--- src/design/svo_pkg.sv ---
// ----------------------------------------------------------------------------
// svo_pkg
// Shared types, sizes and helpers for the sparse voxel octree insert unit.
// ----------------------------------------------------------------------------
package svo_pkg;

   localparam int TREE_DEPTH  = 5;
   localparam int NODE_POOL   = 8192;
   localparam int COORD_W     = 5;
   localparam int COLOR_W     = 16;
   localparam int PTR_W       = 16;
   localparam int NODES_OUT_W = 14;
   localparam int LEAVES_W    = 16;
   localparam int OCT_W       = 3;
   localparam int ROW_W       = 8;

   localparam int NODE_W     = (NODE_POOL > 1) ? $clog2(NODE_POOL) : 1;
   localparam int SLOT_W     = NODE_W + OCT_W;
   localparam int SLOT_COUNT = NODE_POOL * ROW_W;
   localparam int CNT_W      = $clog2(NODE_POOL + 1);
   localparam int LEVEL_W    = (TREE_DEPTH > 1) ? $clog2(TREE_DEPTH) : 1;
   localparam int PTR_CMP_W  = PTR_W + 1;

   typedef enum logic [1:0] {
      ST_INSERTED  = 2'd0,
      ST_DUPLICATE = 2'd1,
      ST_EXHAUSTED = 2'd2
   } status_type;

   typedef struct packed {
      logic [COORD_W-1:0] pos_x;
      logic [COORD_W-1:0] pos_y;
      logic [COORD_W-1:0] pos_z;
      logic [COLOR_W-1:0] leaf_color;
   } req_type;

   typedef struct packed {
      status_type             status;
      logic [NODES_OUT_W-1:0] nodes_used;
      logic [LEAVES_W-1:0]    leaf_count;
   } rsp_type;

   typedef enum logic [1:0] {
      S_IDLE,
      S_READ,
      S_EVAL,
      S_DONE
   } state_type;

   // controller to datapath
   typedef struct packed {
      logic start;
      logic rd;
      logic eval;
      logic finish;
   } cmd_type;

   // datapath to controller
   typedef struct packed {
      logic walk_done;
      logic rsp_free;
   } stat_type;

   // coordinate bit for a tree level, zero above the top coordinate bit
   function automatic logic coord_bit(logic [COORD_W-1:0] v, logic [LEVEL_W-1:0] lvl);
      logic [COORD_W-1:0] s;
      s = v >> lvl;
      return s[0];
   endfunction

endpackage

--- src/design/svo_ctrl.sv ---
// ----------------------------------------------------------------------------
// svo_ctrl
// Sequencer for the octree walk: accept, read/evaluate per level, deliver.
// ----------------------------------------------------------------------------
module svo_ctrl
   import svo_pkg::*;
(
   input  logic     clock,
   input  logic     reset,
   input  logic     req_valid,
   output logic     req_ready,
   input  stat_type sts,
   output cmd_type  cmd
);

   state_type state_ff;
   state_type state_in;

   always_ff @(posedge clock) begin
      if (reset) begin
         state_ff <= S_IDLE;
      end else begin
         state_ff <= state_in;
      end
   end

   always_comb begin
      state_in  = state_ff;
      cmd       = '0;
      req_ready = 1'b0;
      unique case (state_ff)
         S_IDLE: begin
            req_ready = 1'b1;
            if (req_valid) begin
               cmd.start = 1'b1;
               state_in  = S_READ;
            end
         end
         S_READ: begin
            cmd.rd   = 1'b1;
            state_in = S_EVAL;
         end
         S_EVAL: begin
            cmd.eval = 1'b1;
            state_in = sts.walk_done ? S_DONE : S_READ;
         end
         S_DONE: begin
            // wait for the result register to be free
            if (sts.rsp_free) begin
               cmd.finish = 1'b1;
               state_in   = S_IDLE;
            end
         end
         default: begin
            state_in = S_IDLE;
         end
      endcase
   end

endmodule

--- config.mk ---
export PLATFORM = sky130hd
export DESIGN_NAME = svo_ctrl
export DESIGN_NICKNAME = d
export VERILOG_FILES = /design/src/design/svo_pkg.sv /design/src/design/svo_ctrl.sv
export SDC_FILE = /design/constraint.sdc
export NUM_CORES = 1
export LEC_CHECK = 0
export BUFFER_PORTS_ARGS = -buffer_cell sky130_fd_sc_hd__buf_2
export CAP_MARGIN = 20
export CORE_AREA = 2 2 39 41
export CTS_CLUSTER_SIZE = 14
export DETAILED_ROUTE_END_ITERATION = 10
export DIE_AREA = 0 0 41 43
export HOLD_SLACK_MARGIN = 0.12
export PLACE_DENSITY = 0.3
export SLEW_MARGIN = 10
export SYNTH_ARGS = -nofsm -noshare
export SYNTH_HDL_FRONTEND = slang
export SYNTH_SLANG_ARGS = --single-unit
export TNS_END_PERCENT = 30
--- constraint.sdc ---
create_clock -name clock -period 1.1 [get_ports clock]
set_input_delay 0.275 -clock clock [delete_from_list [all_inputs] [get_ports clock]]
set_output_delay 0.275 -clock clock [all_outputs]
set_load 0.05 [all_outputs]
==> impl_metrics.ini <==
[detailed_routing]
vias_per_cell = 3.19
vias = 137
drc = 0
wl_per_cell_um = 8.30
wirelength_um = 357
drt_iter0_drc = 3
dr.pass1.iters = 3
ant_nets = 0

[setup_path]
cp.required_ns = 0.82
cp_cell_sequence = nor2_4 > and2_4 > buf_8
cp_top_family = flip-flops
crit_path_start_kind = register
max_stage_delay_ns = 0.35
r2r_cells = 3
path_buf_inv = 1
path_class = register to output port
crit_fanout = 5
worst_path_max_delay_cell = dfxtp_4
crit_path_end_kind = output port
r2r_end = state_ff[1]$_SDFFE_PP0P_
arrival_ns = 0.96
r2r_slack_ns = 0.26
r2r_start = state_ff[0]$_SDFFE_PP0P_
path_depth = 3

[timing]
fin_ws_ns = -0.134
worst_pin_slew_ns = 0.249
fin_worst_skew_ns = 0.000373
fin_crit_ns = 1.23
setup_violations = 5
hold_viol = 0
min_period_over_period_pct = 112
fmax_mhz = 810
max-slew-margin-rel_pct = 83.5
slew_viol_final = 0
rsz0062_at_grt = true

[global_route]
grt_use_met2_pct = 5.63
grt_use_total_pct = 6.01
grt_busiest_layer = met3
grt_pass1_wl_um = 579
grt_pass1_vias = 131
gr-usage-met1_pct = 5.75
use_met3_pct = 7.85
grt_overflow_total = 0
antenna_found_initial = 0
grt_max_degree = 6

[final_layout]
largest_reg_flops = 2
final_cell_mix = 5 x buf_2, 3 x clkbuf_4, 3 x buf_6, 2 x buf_4, 2 x dfxtp_4
drive_above_1_share_pct = 81.5
design_area_um2 = 269
layout_commonest_cell = buf_2
nets = 34
top_regs = state_ff (2)
diodes = 0
top_register = state_ff
syn_to_final_growth_pct = 129
fillerInstances = 156

[pwr]
clkPwrFrac_pct = 41.5
power.leakage_nw = 0.123
peakVddDrop_mv = 0.237
p_seq_share_pct = 22.7
netSwitchingFraction_pct = 33.6
p_switching_mw = 0.131
power.density_mw_per_mm2 = 1450
internal_power_mw = 0.260
comb_power_share_pct = 35.8

[floorplanning]
num_io_pins = 10
die_height_um = 43
start_util_pct = 8.50
rows = 14
fp.dieW_um = 41
die-area_mm2 = 0.00176
coreArea_mm2 = 0.00138

[synth]
syn_area_um2 = 118
yosysWarnings = 0
ys_ff_latch = 2
synth.avg_cell_area_um2 = 9.05
ys_types = 12
syn_inst = 13
yosys.area.top_type = dfxtp_1
synth.area.top_cells = dfxtp_1 34%, a21bo_1 8.5%, a21oi_2 7.4%, and2b_2 7.4%, and3_2 6.4%
synth_top_area_share_pct = 34.0
syn-num-nets = 18
ys_seq_area_share_pct = 34.0

[cts]
cts_num_sinks = 2
cts_tree = done
clk_pin_slew_worst_paths_ns = 0.03
clockRootBuffer = clkbuf_4
clockBufferDepth = 2
cts_buffers = 3
h-tree-depth = 1
clk_latency_ns = 0.22

[hold_path]
holdPathStages = 2
min_path_type = input pin to register
min_from = reset
min_to = state_ff[1]$_SDFFE_PP0P_

[place]
port_buffers = 9
pre_cts_slack_ns = -0.0204
hpwlAfterDp_um = 275
postPlaceCellArea_um2 = 211
gp_congestion = 0.577

[outcome]
status = finished with violations
violations = negative setup slack

[run]
drv_cap = 0
==> worst max path at each step <==
stage	from	end	slack (ns)
after floorplan	state_ff[1]$_SDFFE_PP0P_	cmd[3]	-0.13
final	state_ff[0]$_SDFFE_PP0P_	cmd[3]	-0.13
after CTS	state_ff[1]$_SDFFE_PP0P_	cmd[3]	-0.14
after detailed placement	state_ff[0]$_SDFFE_PP0P_	cmd[0]	-0.02
after global placement	state_ff[0]$_SDFFE_PP0P_	cmd[0]	0.0005
after global routing	state_ff[0]$_SDFFE_PP0P_	cmd[3]	-0.19
==> Yosys cell counts <==
cell	number
nor2_1	1
and2b_2	1
and3_2	1
a21bo_1	1
a21oi_2	1
a21oi_1	1
o21bai_1	1
dfxtp_1	2
nor2b_1	1
and2_1	1
nand3b_1	1
nand2b_1	1
==> layer usage <==
layer | routed length [um] | vias up | part of all wire, %
met5 | 0 | - | 0
met4 | 0 | 0 | 0
met3 | 55 | 0 | 15
met2 | 135 | 9 | 38
met1 | 165 | 54 | 46
li1 | - | 74 | -
==> power by group through the flow <==
stage,clock [mW],sequential (mW),combinational (mW)
after floorplan,0,0.0910,0.0857
after global placement,0,0.0902,0.122
after detailed placement,0,0.0902,0.121
after CTS,0.174,0.0898,0.140
after global routing,0.191,0.0904,0.148
final,0.162,0.0886,0.140
==> area by class of cell <==
cell class	instances	area (um^2)	share of cell area, %
multi-input combinational	11	90.1	33.5
timing repair buffer	11	88.8	33.0
sequential	2	47.5	17.7
clock buffer	3	22.5	8.37
tap	16	20.0	7.44
==> logic make-up after synthesis <==
logic type         synth area share (%)
DFF                                34.0
AOI/OAI and AO/OA                  26.6
and+or+nand+nor                    39.4
==> per-stage QoR <==
stage	TNS, ns	hold slack, ns	power (mW)	utilization (%)	cells
after global routing	-0.802	0.201	0.429	19.4	43
final	-0.544	0.221	0.391	19.4	43
after global placement	0	0.449	0.212	15.3	40
after detailed placement	-0.0204	0.450	0.212	15.3	40
after floorplan	-0.204	0.330	0.177	-	13
after CTS	-0.631	0.210	0.403	19.3	43
==> worst reg2reg max path, delay by kind of cell (launching register included) <==
kind / cells / cell delay, ns
buf+inv: 1 / 0.14
flops: 1 / 0.35
simple gates: 1 / 0.16
compound gates: 1 / 0.13
==> repair_timing <==
action,in CTS,in global routing
setup buffers,0,0
hold buffers,0,0
gates resized for setup,11,1
setup endpoints to repair,5,5
pin swaps,0,1
hold endpoints to repair,0,0
Power figures use the tool's default switching activity.
